### config.mk
export PLATFORM = sky130hd
export DESIGN_NAME = bgzf_block_scanner
export DESIGN_NICKNAME = d
export VERILOG_FILES = /design/src/hdl/bgzf_pkg.sv /design/src/hdl/bgzf_scan_core.sv /design/src/hdl/bgzf_block_scanner.sv
export SDC_FILE = /design/constraint.sdc
export NUM_CORES = 1
export LEC_CHECK = 0
export BUFFER_PORTS_ARGS = -buffer_cell sky130_fd_sc_hd__clkbuf_2
export CAP_MARGIN = 20
export CELL_PAD_IN_SITES_DETAIL_PLACEMENT = 0
export CELL_PAD_IN_SITES_GLOBAL_PLACEMENT = 1
export CORE_MARGIN = 2
export CORE_UTILIZATION = 49
export DETAILED_ROUTE_END_ITERATION = 7
export GPL_TIMING_DRIVEN = 0
export PLACE_DENSITY = 0.86
export SETUP_SLACK_MARGIN = 0.3
export SYNTH_ARGS = -nofsm -noshare
export SYNTH_HDL_FRONTEND = slang
export SYNTH_SLANG_ARGS = --single-unit
### constraint.sdc
create_clock -name clk -period 18.5 [get_ports clk]
set_clock_uncertainty 0.1 [all_clocks]
set_input_delay 0.925 -clock clk [delete_from_list [all_inputs] [get_ports clk]]
set_output_delay 0.925 -clock clk [all_outputs]
set_load 0.05 [all_outputs]
### src/hdl/bgzf_pkg.sv
// ============================================================================
// Block scanner package
// Shared constants, result types and header tables for the block scanner.
// ============================================================================
`default_nettype none

package bgzf_pkg;

	localparam int OFFSET_BITS     = 48;
	localparam int OUT_OFS_BITS    = 48;
	localparam int LEN_BITS        = 17;
	localparam int HDR_BYTES       = 18;
	localparam int FOOTER_BYTES    = 8;
	localparam int EOF_BLOCK_BYTES = 28;
	localparam int CFG_DATA_BITS   = 64;
	localparam int CFG_ADDR_BITS   = 4;
	localparam int TDATA_BITS      = 72;

	localparam logic [LEN_BITS-1:0] MAX_BLOCK_BYTES = 17'd65536;
	localparam logic [LEN_BITS-1:0] MIN_LEN  = LEN_BITS'(HDR_BYTES + FOOTER_BYTES);
	localparam logic [LEN_BITS-1:0] EOF_LEN  = LEN_BITS'(EOF_BLOCK_BYTES);
	localparam logic [LEN_BITS-1:0] POS_SIZE_LO = 17'd16;
	localparam logic [LEN_BITS-1:0] POS_SIZE_HI = 17'd17;

	// Bit positions of the result fields inside m_tdata.
	localparam int ST_LSB  = 0;
	localparam int OFS_LSB = 2;
	localparam int LEN_LSB = OFS_LSB + OUT_OFS_BITS;

	typedef enum logic [1:0] {
		ST_BLOCK = 2'd0,
		ST_EOF   = 2'd1,
		ST_ERROR = 2'd2
	} status_t;

	typedef struct packed {
		status_t                  status;
		logic [OUT_OFS_BITS-1:0]  block_offset;
		logic [LEN_BITS-1:0]      block_length;
		logic                     final_res;
	} result_t;

	// Expected byte of the standard end-of-file block.
	function automatic logic [7:0] eof_byte(input logic [4:0] pos);
		logic [7:0] b;
		unique case (pos)
			5'd0:    b = 8'h1f;
			5'd1:    b = 8'h8b;
			5'd2:    b = 8'h08;
			5'd3:    b = 8'h04;
			5'd9:    b = 8'hff;
			5'd10:   b = 8'h06;
			5'd12:   b = 8'h42;
			5'd13:   b = 8'h43;
			5'd14:   b = 8'h02;
			5'd16:   b = 8'h1b;
			5'd18:   b = 8'h03;
			default: b = 8'h00;
		endcase
		return b;
	endfunction

	// Fixed header bytes within the first sixteen positions.
	function automatic logic header_ok(input logic [3:0] pos, input logic [7:0] b);
		logic ok;
		unique case (pos)
			4'd0:    ok = (b == 8'h1f);
			4'd1:    ok = (b == 8'h8b);
			4'd2:    ok = (b == 8'h08);
			4'd3:    ok = (b == 8'h04);
			4'd10:   ok = (b == 8'h06);
			4'd12:   ok = (b == 8'h42);
			4'd13:   ok = (b == 8'h43);
			4'd14:   ok = (b == 8'h02);
			4'd15:   ok = (b == 8'h00);
			default: ok = 1'b1;
		endcase
		return ok;
	endfunction

endpackage

`default_nettype wire

### src/hdl/bgzf_scan_core.sv
// ============================================================================
// Block scanner core
// Holds the per-block scan state and works out the result of one byte.
// ============================================================================
`default_nettype none

module bgzf_scan_core import bgzf_pkg::*; (
	input  wire logic                     clk,
	input  wire logic                     arst_n,
	input  wire logic                     item_en,
	input  wire logic [7:0]               data_byte,
	input  wire logic                     last_byte,
	input  wire logic [OUT_OFS_BITS-1:0]  start_offset,
	input  wire logic                     cfg_load,
	input  wire logic [OUT_OFS_BITS-1:0]  cfg_offset,
	output logic                          res_valid,
	output result_t                       res
);

	logic [LEN_BITS-1:0]     pos_q;
	logic [LEN_BITS-1:0]     len_q;
	logic [7:0]              size_lo_q;
	logic [OFFSET_BITS-1:0]  blk_ofs_q;
	logic                    eof_q;
	logic                    drain_q;

	logic [LEN_BITS-1:0]     pos_n;
	logic [LEN_BITS-1:0]     len_n;
	logic [7:0]              size_lo_n;
	logic [OFFSET_BITS-1:0]  blk_ofs_n;
	logic                    eof_n;
	logic                    drain_n;
	logic                    rearm;

	logic                    eof_upd;
	logic                    hdr_ok;
	logic [LEN_BITS-1:0]     len_dec;
	logic [LEN_BITS-1:0]     len_eff;
	logic                    at_hi;
	logic                    len_bad;
	logic                    done;

	assign at_hi   = (pos_q == POS_SIZE_HI);
	assign eof_upd = eof_q & ~((pos_q < EOF_LEN) && (data_byte != eof_byte(pos_q[4:0])));
	assign hdr_ok  = (pos_q >= POS_SIZE_LO) || header_ok(pos_q[3:0], data_byte);
	assign len_dec = {1'b0, data_byte, size_lo_q} + 17'd1;
	assign len_eff = at_hi ? len_dec : len_q;
	assign len_bad = at_hi && ((len_dec < MIN_LEN) || (len_dec > MAX_BLOCK_BYTES));
	assign done    = (pos_q >= POS_SIZE_HI) && ((pos_q + 17'd1) == len_eff);

	always_comb begin
		pos_n              = pos_q + 17'd1;
		len_n              = len_eff;
		size_lo_n          = (pos_q == POS_SIZE_LO) ? data_byte : size_lo_q;
		blk_ofs_n          = blk_ofs_q;
		eof_n              = eof_upd;
		drain_n            = drain_q;
		rearm              = 1'b0;
		res_valid          = 1'b0;
		res.status         = ST_ERROR;
		res.block_offset   = blk_ofs_q[OUT_OFS_BITS-1:0];
		res.block_length   = '0;
		res.final_res      = 1'b1;

		if (drain_q) begin
			rearm = last_byte;
		end else if (!hdr_ok || len_bad) begin
			// Final error: re-arm on the last byte, otherwise drop bytes until it.
			res_valid        = 1'b1;
			res.block_length = hdr_ok ? len_dec : '0;
			rearm            = last_byte;
			drain_n          = ~last_byte;
		end else if (done) begin
			res_valid        = 1'b1;
			res.block_length = len_eff;
			if ((len_eff == EOF_LEN) && eof_upd) begin
				res.status = ST_EOF;
				rearm      = last_byte;
				drain_n    = ~last_byte;
			end else begin
				res.status    = ST_BLOCK;
				res.final_res = last_byte;
				rearm         = last_byte;
				pos_n         = '0;
				len_n         = '0;
				size_lo_n     = '0;
				eof_n         = 1'b1;
				blk_ofs_n     = blk_ofs_q + OFFSET_BITS'(len_eff);
			end
		end else if (last_byte) begin
			res_valid        = 1'b1;
			res.block_length = (pos_q >= POS_SIZE_HI) ? len_eff : '0;
			rearm            = 1'b1;
		end
	end

	always_ff @(posedge clk or negedge arst_n) begin
		if (!arst_n) begin
			pos_q     <= '0;
			len_q     <= '0;
			size_lo_q <= '0;
			blk_ofs_q <= '0;
			eof_q     <= 1'b1;
			drain_q   <= 1'b0;
		end else if (cfg_load || (item_en && rearm)) begin
			pos_q     <= '0;
			len_q     <= '0;
			size_lo_q <= '0;
			blk_ofs_q <= cfg_load ? OFFSET_BITS'(cfg_offset) : OFFSET_BITS'(start_offset);
			eof_q     <= 1'b1;
			drain_q   <= 1'b0;
		end else if (item_en) begin
			pos_q     <= pos_n;
			len_q     <= len_n;
			size_lo_q <= size_lo_n;
			blk_ofs_q <= blk_ofs_n;
			eof_q     <= eof_n;
			drain_q   <= drain_n;
		end
	end

endmodule

`default_nettype wire

### src/hdl/bgzf_block_scanner.sv
// Path: an accepted item is held in the input register, and its result then passes
// through the result register (or the skid entry) to m_tvalid.
// Throughput: one byte per cycle while the skid entry is free; state advances once per byte.
// A two-entry result buffer keeps input flowing while a result waits to be taken.
// Reset: arst_n asynchronously clears start_offset and control state, but sets the eof flag.
// ============================================================================
// Block scanner top level
// Finds compressed block boundaries in a byte stream and reports each block, end-of-file block and error.
// ============================================================================
`default_nettype none

module bgzf_block_scanner import bgzf_pkg::*; (
	input  wire logic                      clk,
	input  wire logic                      arst_n,
	input  wire logic                      s_tvalid,
	output logic                           s_tready,
	input  wire logic [7:0]                s_tdata,   // [7:0] data_byte
	input  wire logic                      s_tlast,   // last_byte
	output logic                           m_tvalid,
	input  wire logic                      m_tready,
	output logic [TDATA_BITS-1:0]          m_tdata,   // [1:0] status, [49:2] block_offset,
	                                                  // [66:50] block_length, rest zero
	output logic                           m_tlast,   // final_res
	input  wire logic                      psel,
	input  wire logic                      penable,
	input  wire logic                      pwrite,
	input  wire logic [CFG_ADDR_BITS-1:0]  paddr,
	input  wire logic [CFG_DATA_BITS-1:0]  pwdata,
	output logic [CFG_DATA_BITS-1:0]       prdata,
	output logic                           pready
);

	logic [OUT_OFS_BITS-1:0]  start_q;
	logic                     cfg_wr;

	logic                     vld_s1;
	logic [7:0]               byte_s1;
	logic                     last_s1;
	logic                     adv;

	logic                     res_valid;
	result_t                  res;

	logic                     m_valid_q;
	result_t                  m_res_q;
	logic                     sk_valid_q;
	result_t                  sk_res_q;
	logic                     pop;

	assign pready = 1'b1;
	assign cfg_wr = psel && penable && pwrite && pready && (paddr[CFG_ADDR_BITS-1] == 1'b0);
	assign prdata = (paddr[CFG_ADDR_BITS-1] == 1'b0)
		? {{(CFG_DATA_BITS-OUT_OFS_BITS){1'b0}}, start_q} : '0;

	always_ff @(posedge clk or negedge arst_n) begin
		if (!arst_n) begin
			start_q <= '0;
		end else if (cfg_wr) begin
			start_q <= pwdata[OUT_OFS_BITS-1:0];
		end
	end

	// The input stage moves on whenever the skid entry is free.
	assign adv      = vld_s1 && !sk_valid_q;
	assign s_tready = !vld_s1 || !sk_valid_q;

	always_ff @(posedge clk or negedge arst_n) begin
		if (!arst_n) begin
			vld_s1 <= 1'b0;
		end else if (s_tready) begin
			vld_s1 <= s_tvalid;
		end
	end

	always_ff @(posedge clk) begin
		if (s_tvalid && s_tready) begin
			byte_s1 <= s_tdata;
			last_s1 <= s_tlast;
		end
	end

	bgzf_scan_core u_core (
		.clk          (clk),
		.arst_n       (arst_n),
		.item_en      (adv),
		.data_byte    (byte_s1),
		.last_byte    (last_s1),
		.start_offset (start_q),
		.cfg_load     (cfg_wr),
		.cfg_offset   (pwdata[OUT_OFS_BITS-1:0]),
		.res_valid    (res_valid),
		.res          (res)
	);

	assign pop = m_valid_q && m_tready;

	always_ff @(posedge clk or negedge arst_n) begin
		if (!arst_n) begin
			m_valid_q  <= 1'b0;
			sk_valid_q <= 1'b0;
		end else if (sk_valid_q) begin
			if (pop) begin
				m_valid_q  <= 1'b1;
				sk_valid_q <= 1'b0;
			end
		end else if (adv && res_valid) begin
			if (!m_valid_q || pop) begin
				m_valid_q <= 1'b1;
			end else begin
				sk_valid_q <= 1'b1;
			end
		end else if (pop) begin
			m_valid_q <= 1'b0;
		end
	end

	always_ff @(posedge clk) begin
		if (sk_valid_q) begin
			if (pop) begin
				m_res_q <= sk_res_q;
			end
		end else if (adv && res_valid) begin
			if (!m_valid_q || pop) begin
				m_res_q <= res;
			end else begin
				sk_res_q <= res;
			end
		end
	end

	assign m_tvalid = m_valid_q;
	assign m_tlast  = m_res_q.final_res;
	assign m_tdata  = {{(TDATA_BITS-LEN_LSB-LEN_BITS){1'b0}}, m_res_q.block_length,
		m_res_q.block_offset, m_res_q.status};

endmodule

`default_nettype wire

### Yosys cells after proc, flatten, opt, wreduce, memory -nomap -nowiden

Memories as Yosys holds them, arrays and structs flattened.
Index checks and enable logic that the tools add are counted.

* register bits: 288
* memory bits (read-only): 256
* input bits: 84
* output and inout bits: 140
* logic and storage cells: 168
* memories: 1

Memory list
* (no name shown): words 32, bits a word 8, rd ports 1, clocked after memory_dff 0, write ports 0, RTL line bgzf_pkg.sv:46 `unique case (pos)`

* add/subtract/negate cells: 3
* magnitude comparators: 5
* eq/ne operators: 26
* multiplexer cells: 74
* bitwise gates (word level): 6
* reductions and logical operators: 33

Operator list (count)
* 48-bit two-way mux: 8
* 17-bit two-way mux: 18
* 68-bit two-way mux: 4
* 8-bit two-way mux: 7
* 17-bit by 5-bit == test with 1-bit output (second input constant): 3
* 48-bit by 17-bit adder with 48-bit output: 1
* 17-bit by 5-bit greater-or-equal comparator with 1-bit output (second input constant): 2
* 17-bit by 5-bit less-than comparator with 1-bit output (second input constant): 2
* 1-bit two-way mux: 32
* 4-bit == test (second input constant): 5
* 18-bit two-way mux: 1
* 16-bit by 1-bit adder with 17-bit output (second input constant): 1
* 17-bit by 1-bit adder with 17-bit output (second input constant): 1
* 17-bit == test: 1
* 17-bit greater-than comparator (second input constant): 1
* 8-bit by 3-bit == test with 1-bit output (second input constant): 2
* 8-bit by 7-bit == test with 1-bit output (second input constant): 2
* 1-bit logical AND: 12
* 2-bit nonzero test: 5
* 1-bit case mux with 9 select lines: 1
* 3-bit AND reduction: 3
* 4-bit by 2-bit == test with 1-bit output (second input constant): 2
* 8-bit by 2-bit == test with 1-bit output (second input constant): 1
* 8-bit by 4-bit == test with 1-bit output (second input constant): 1
* other kinds (15): 31

### Longest topological paths before layout

An unclocked memory read counts as a cell.

* depth in word-level cells: 13
* mapped depth: 19
* mapped depth without buffers: 17

### Hierarchy

A second synthesis with hierarchy kept.

* cells, all modules: 1565
* area total of the unflattened synthesis: 16480.8 um^2

By module, submodules not included
* bgzf_scan_core: times used 1, cells an instance 1147, area an instance 8834.7 um^2, sequential area each 2303.5 um^2
* bgzf_block_scanner: times used 1, cells an instance 418, area an instance 7646.1 um^2, sequential area each 5630.4 um^2

### Least setup slack after synthesis

No wires, ideal clock.

* path type: register to register
* from: register u_core.pos_q[1]
* to: register sk_res_q[0] in the netlist's numbering, enable pin
* library setup time: 593 ps
* arrival: 7708 ps
* data required time: 17807 ps
* path slack: 10099 ps
* stages on the path, launching flop included: 14
* path buffers: 2
* clock period less this slack: 8401 ps
* cell sequence: dfrtp_1 > inv_1 > ha_1 > nor4bb_1 > buf_2 > and4_1 > buf_2 > mux2i_1 > xnor2_1 > nor4_1 > nand4_1 > nor2_1 > o31ai_1 > nor3b_1

* longest elaborated chain between the ends: 9
* elaborated cells between the ends (all ways): 26
* classes of those cells: add/sub (1); order compare (2); eq/ne (10); mux (5); reduce/logical (8)

RTL lines
* from (decl): RTL line bgzf_scan_core.sv:20 `logic [LEN_BITS-1:0] pos_q;`
* from (signal assigned): RTL line bgzf_scan_core.sv:113 `pos_q <= pos_n;`
* parallel branches: the longest is 5 deep, another holds 17-bit by 1-bit adder with 17-bit output
* 1-bit two-way mux *: RTL line bgzf_scan_core.sv:67 `end else if (!hdr_ok || len_bad) begin`
* 1-bit two-way mux *: RTL line bgzf_scan_core.sv:65 `if (drain_q) begin`
* 1-bit logical AND *: RTL line bgzf_block_scanner.sv:122 `end else if (adv && res_valid) begin`
* 3-bit AND reduction (no line) *
* to (signal assigned): RTL line bgzf_block_scanner.sv:126 `sk_res_q <= res;`
* to (decl): RTL line bgzf_block_scanner.sv:47 `result_t sk_res_q;`

Every way passes the cells marked *.
A chain may end at the register's enable or synchronous reset.

### Worst setup path in the final report

* from: register u_core.pos_q[1]
* to: register u_core.blk_ofs_q[43]

* longest elaborated chain between the ends: 11
* elaborated cells between the ends (all ways): 47
* classes of those cells: add/sub (2); order compare (3); eq/ne (15); mux (11); bitwise (2); reduce/logical (13); memory (1)

RTL lines
* parallel branches: the longest is 11 deep, another holds 48-bit by 17-bit adder with 48-bit output
* to (signal assigned): RTL line bgzf_scan_core.sv:109 `blk_ofs_q <= cfg_load ? OFFSET_BITS'(cfg_offset) : OFFSET_BITS'(start_offset);`
* to (signal assigned): RTL line bgzf_scan_core.sv:116 `blk_ofs_q <= blk_ofs_n;`
* to (decl): RTL line bgzf_scan_core.sv:23 `logic [OFFSET_BITS-1:0] blk_ofs_q;`

Parallel ways; which one is timed is not known. The select of a mux whose other input is x is not followed.

==> results.json <==
{
  "mostFrequentLayoutCells": "nand2_1, clkbuf_2, edfxtp_1",
  "rrSetupSlack_ns": 12.35,
  "antenna_found_initial": 0,
  "drive_gt1_frac": 0.207,
  "yosys_most_used_dff": "edfxtp_1",
  "status": "finished, final reports clean",
  "io_buffers": 182,
  "final_cells": 2340,
  "clock.fmax_mhz": 163,
  "cts_resized": 0,
  "htreeDepth": 1,
  "grt_pass1_wl_mm": 77.7,
  "die_h_um": 184,
  "power.leakage_nw": 7.93,
  "io_pins": 224,
  "clkSinkCount": 288,
  "postCtsSetupBuffers": 0,
  "layout_min_cycle_time_ns": 6.15,
  "final_common_cell": "nand2_1",
  "cp-end-kind": "flop",
  "slew_headroom": 0.260,
  "clockBufferDepth": 3,
  "worst_ir_drop_vdd_mv": 0.0957,
  "first_pass_iters": 6,
  "drc": 0,
  "core_um2": 32300,
  "start_kind": "flop",
  "cts_buffers": 31,
  "synthArstFlopShare": 0.497,
  "clk-insertion-delay-late_ns": 0.57,
  "rows": 66,
  "grt.total_usage": 0.299,
  "die_area_um2": 34000,
  "yosys.cell_types.count": 87,
  "setup_viol": 0,
  "fin_crit_sh": 0.332,
  "ys_seq_elements": 288,
  "post_drt_wl_per_cell_um": 22.0,
  "hold_buffers": 0,
  "dp.cells": 2282,
  "path_class": "flop to flop",
  "syn_inst": 1624,
  "synth_edf_count": 145,
  "routed_wl_mm": 51.4,
  "clk_transition_reported_paths_ns": 0.06,
  "worstRegToRegCells": 17,
  "grt_pass1_vias": 13200,
  "setup_tns_ns": 0,
  "fin_nets": 1981,
  "postSynthAreaPerCell_um2": 9.83,
  "min_path_type": "input port to async pin",
  "gp_congestion": 0.976,
  "rsz0062_at_grt": "false",
  "area_growth_pct": 17.4,
  "antenna_left": 0,
  "critPathRequiredTime_ns": 18.86,
  "drt_iter0_markers": 1356,
  "cts_root_buf": "clkbuf_16",
  "arrival_ns": 6.51,
  "final_hold_viol_count": 0,
  "drv_slew": 0,
  "ys_seq_area_frac": 0.497,
  "vias": 13900,
  "maxCapViolCount": 0,
  "grt_max_degree": 74,
  "start_util": 0.494,
  "grt_overflow": 0,
  "dp_hpwl_mm": 38.4,
  "netlist_area_um2": 16000,
  "cts_tree": "built",
  "diodes": 0,
  "critPathMaxFanout": 10,
  "via_per_inst": 5.95,
  "worstMarginPinSlew_ns": 1.10,
  "power_density_nw_per_um2": 159,
  "yosysWarnings": 0,
  "die_w_um": 184
}
-- worst paths after layout --
path / startpoint / end
max: u_core.pos_q[1] / u_core.blk_ofs_q[43]
min: arst_n / start_q[47]
max reg2reg: u_core.pos_q[1] / u_core.blk_ofs_q[43]
min reg2reg: u_core.blk_ofs_q[17] / sk_res_q[35]
max in group asynchronous: arst_n / start_q[15]
min in group clk: u_core.blk_ofs_q[17] / sk_res_q[35]
-- final cells by class --
class / instances / area (um2)
Tap cell: 442 / 553
Clock buffer: 41 / 843
Inverter: 32 / 120
Sequential cell: 288 / 7930
Multi-Input combinational cell: 1199 / 7350
Timing Repair Buffer: 196 / 1110
Fill cell: 2902 / 13600
Buffer: 125 / 633
Clock inverter: 17 / 178
-- cell usage after synthesis (all sizes together), types with 32 or more instances --
cell type,n,area share
a211oi,32,0.015
a21oi,32,0.010
buf,67,0.026
clkbuf,58,0.014
dfrtp,142,0.22
edfxtp,145,0.27
mux2,53,0.037
nand2,273,0.064
nand3,63,0.021
nor2,112,0.027
nor2b,54,0.021
nor3,52,0.017
o21ai,64,0.020
xnor2,36,0.020
-- power breakdown --
group          switching (mW)  internal, mW  leakage (nW)
Sequential              0.120         0.888          3.20
Combinational           0.935         0.418          4.23
Clock                   0.261         0.362         0.497
-- flip-flops by register name, summed over array words and instances, names as in the netlist --
register,cells
m_tdata,67
u_core.len_q,17
u_core.blk_ofs_q,48
m_tlast,1
last_s1,1
u_core.drain_q,1
m_tvalid,1
u_core.pos_q,17
start_q,48
u_core.eof_q,1
byte_s1,8
u_core.size_lo_q,8
sk_valid_q,1
sk_res_q,68
vld_s1,1
-- cell families (layout without fill, tap and decap cells) --
family | after synthesis | in the layout | synth area share
simple gates | 731 | 731 | 0.228
buf+inv | 157 | 411 | 0.0472
fa+ha+maj | 24 | 24 | 0.0193
mux | 61 | 61 | 0.0424
compound gates | 314 | 314 | 0.139
other cells | 2 | 22 | 0.000471
xor+xnor | 47 | 47 | 0.0258
flops | 288 | 288 | 0.497
-- metal layers --
metal  share of wire  track usage  vias to the layer above
met3           0.074       0.0470                      109
met1            0.42        0.402                     6754
li1                -            -                     6431
met4           0.035        0.118                        0
met2            0.47        0.487                      623
met5               0            0                        -
-- worst max-delay path, stage by stage (launching register included) --
cell and delay (ns):
dfrtp_1 0.49, inv_1 0.19, ha_1 0.31, nor4bb_1 0.24, buf_2 0.27, nand4_4 0.15, clkbuf_1 0.30, a21boi_0 0.75
inv_1 0.14, ha_1 0.36, o21ai_0 0.12, a21o_1 0.21, o21ai_0 0.24, a41oi_1 0.21, o21ai_1 0.83, nand2_1 0.41
or4_1 0.56, and3_1 0.16
-- through the flow --
stage / utilization / setup slack [ns] / hold WS [ns] / cell area (um2) / power, mW
after CTS: 0.580 / 12.41 / 0.303 / 18700 / 2.97
after detailed placement: 0.548 / 12.42 / 0.337 / 17700 / 2.35
after global placement: 0.542 / 6.17 / 0.329 / 17500 / 2.32
after floorplan: - / 10.10 / 0.323 / 16000 / 1.95
after global routing: 0.580 / 11.80 / 0.344 / 18700 / 3.13
final: 0.580 / 12.35 / 0.288 / 18700 / 2.98
(Power assumes the default switching activity.)
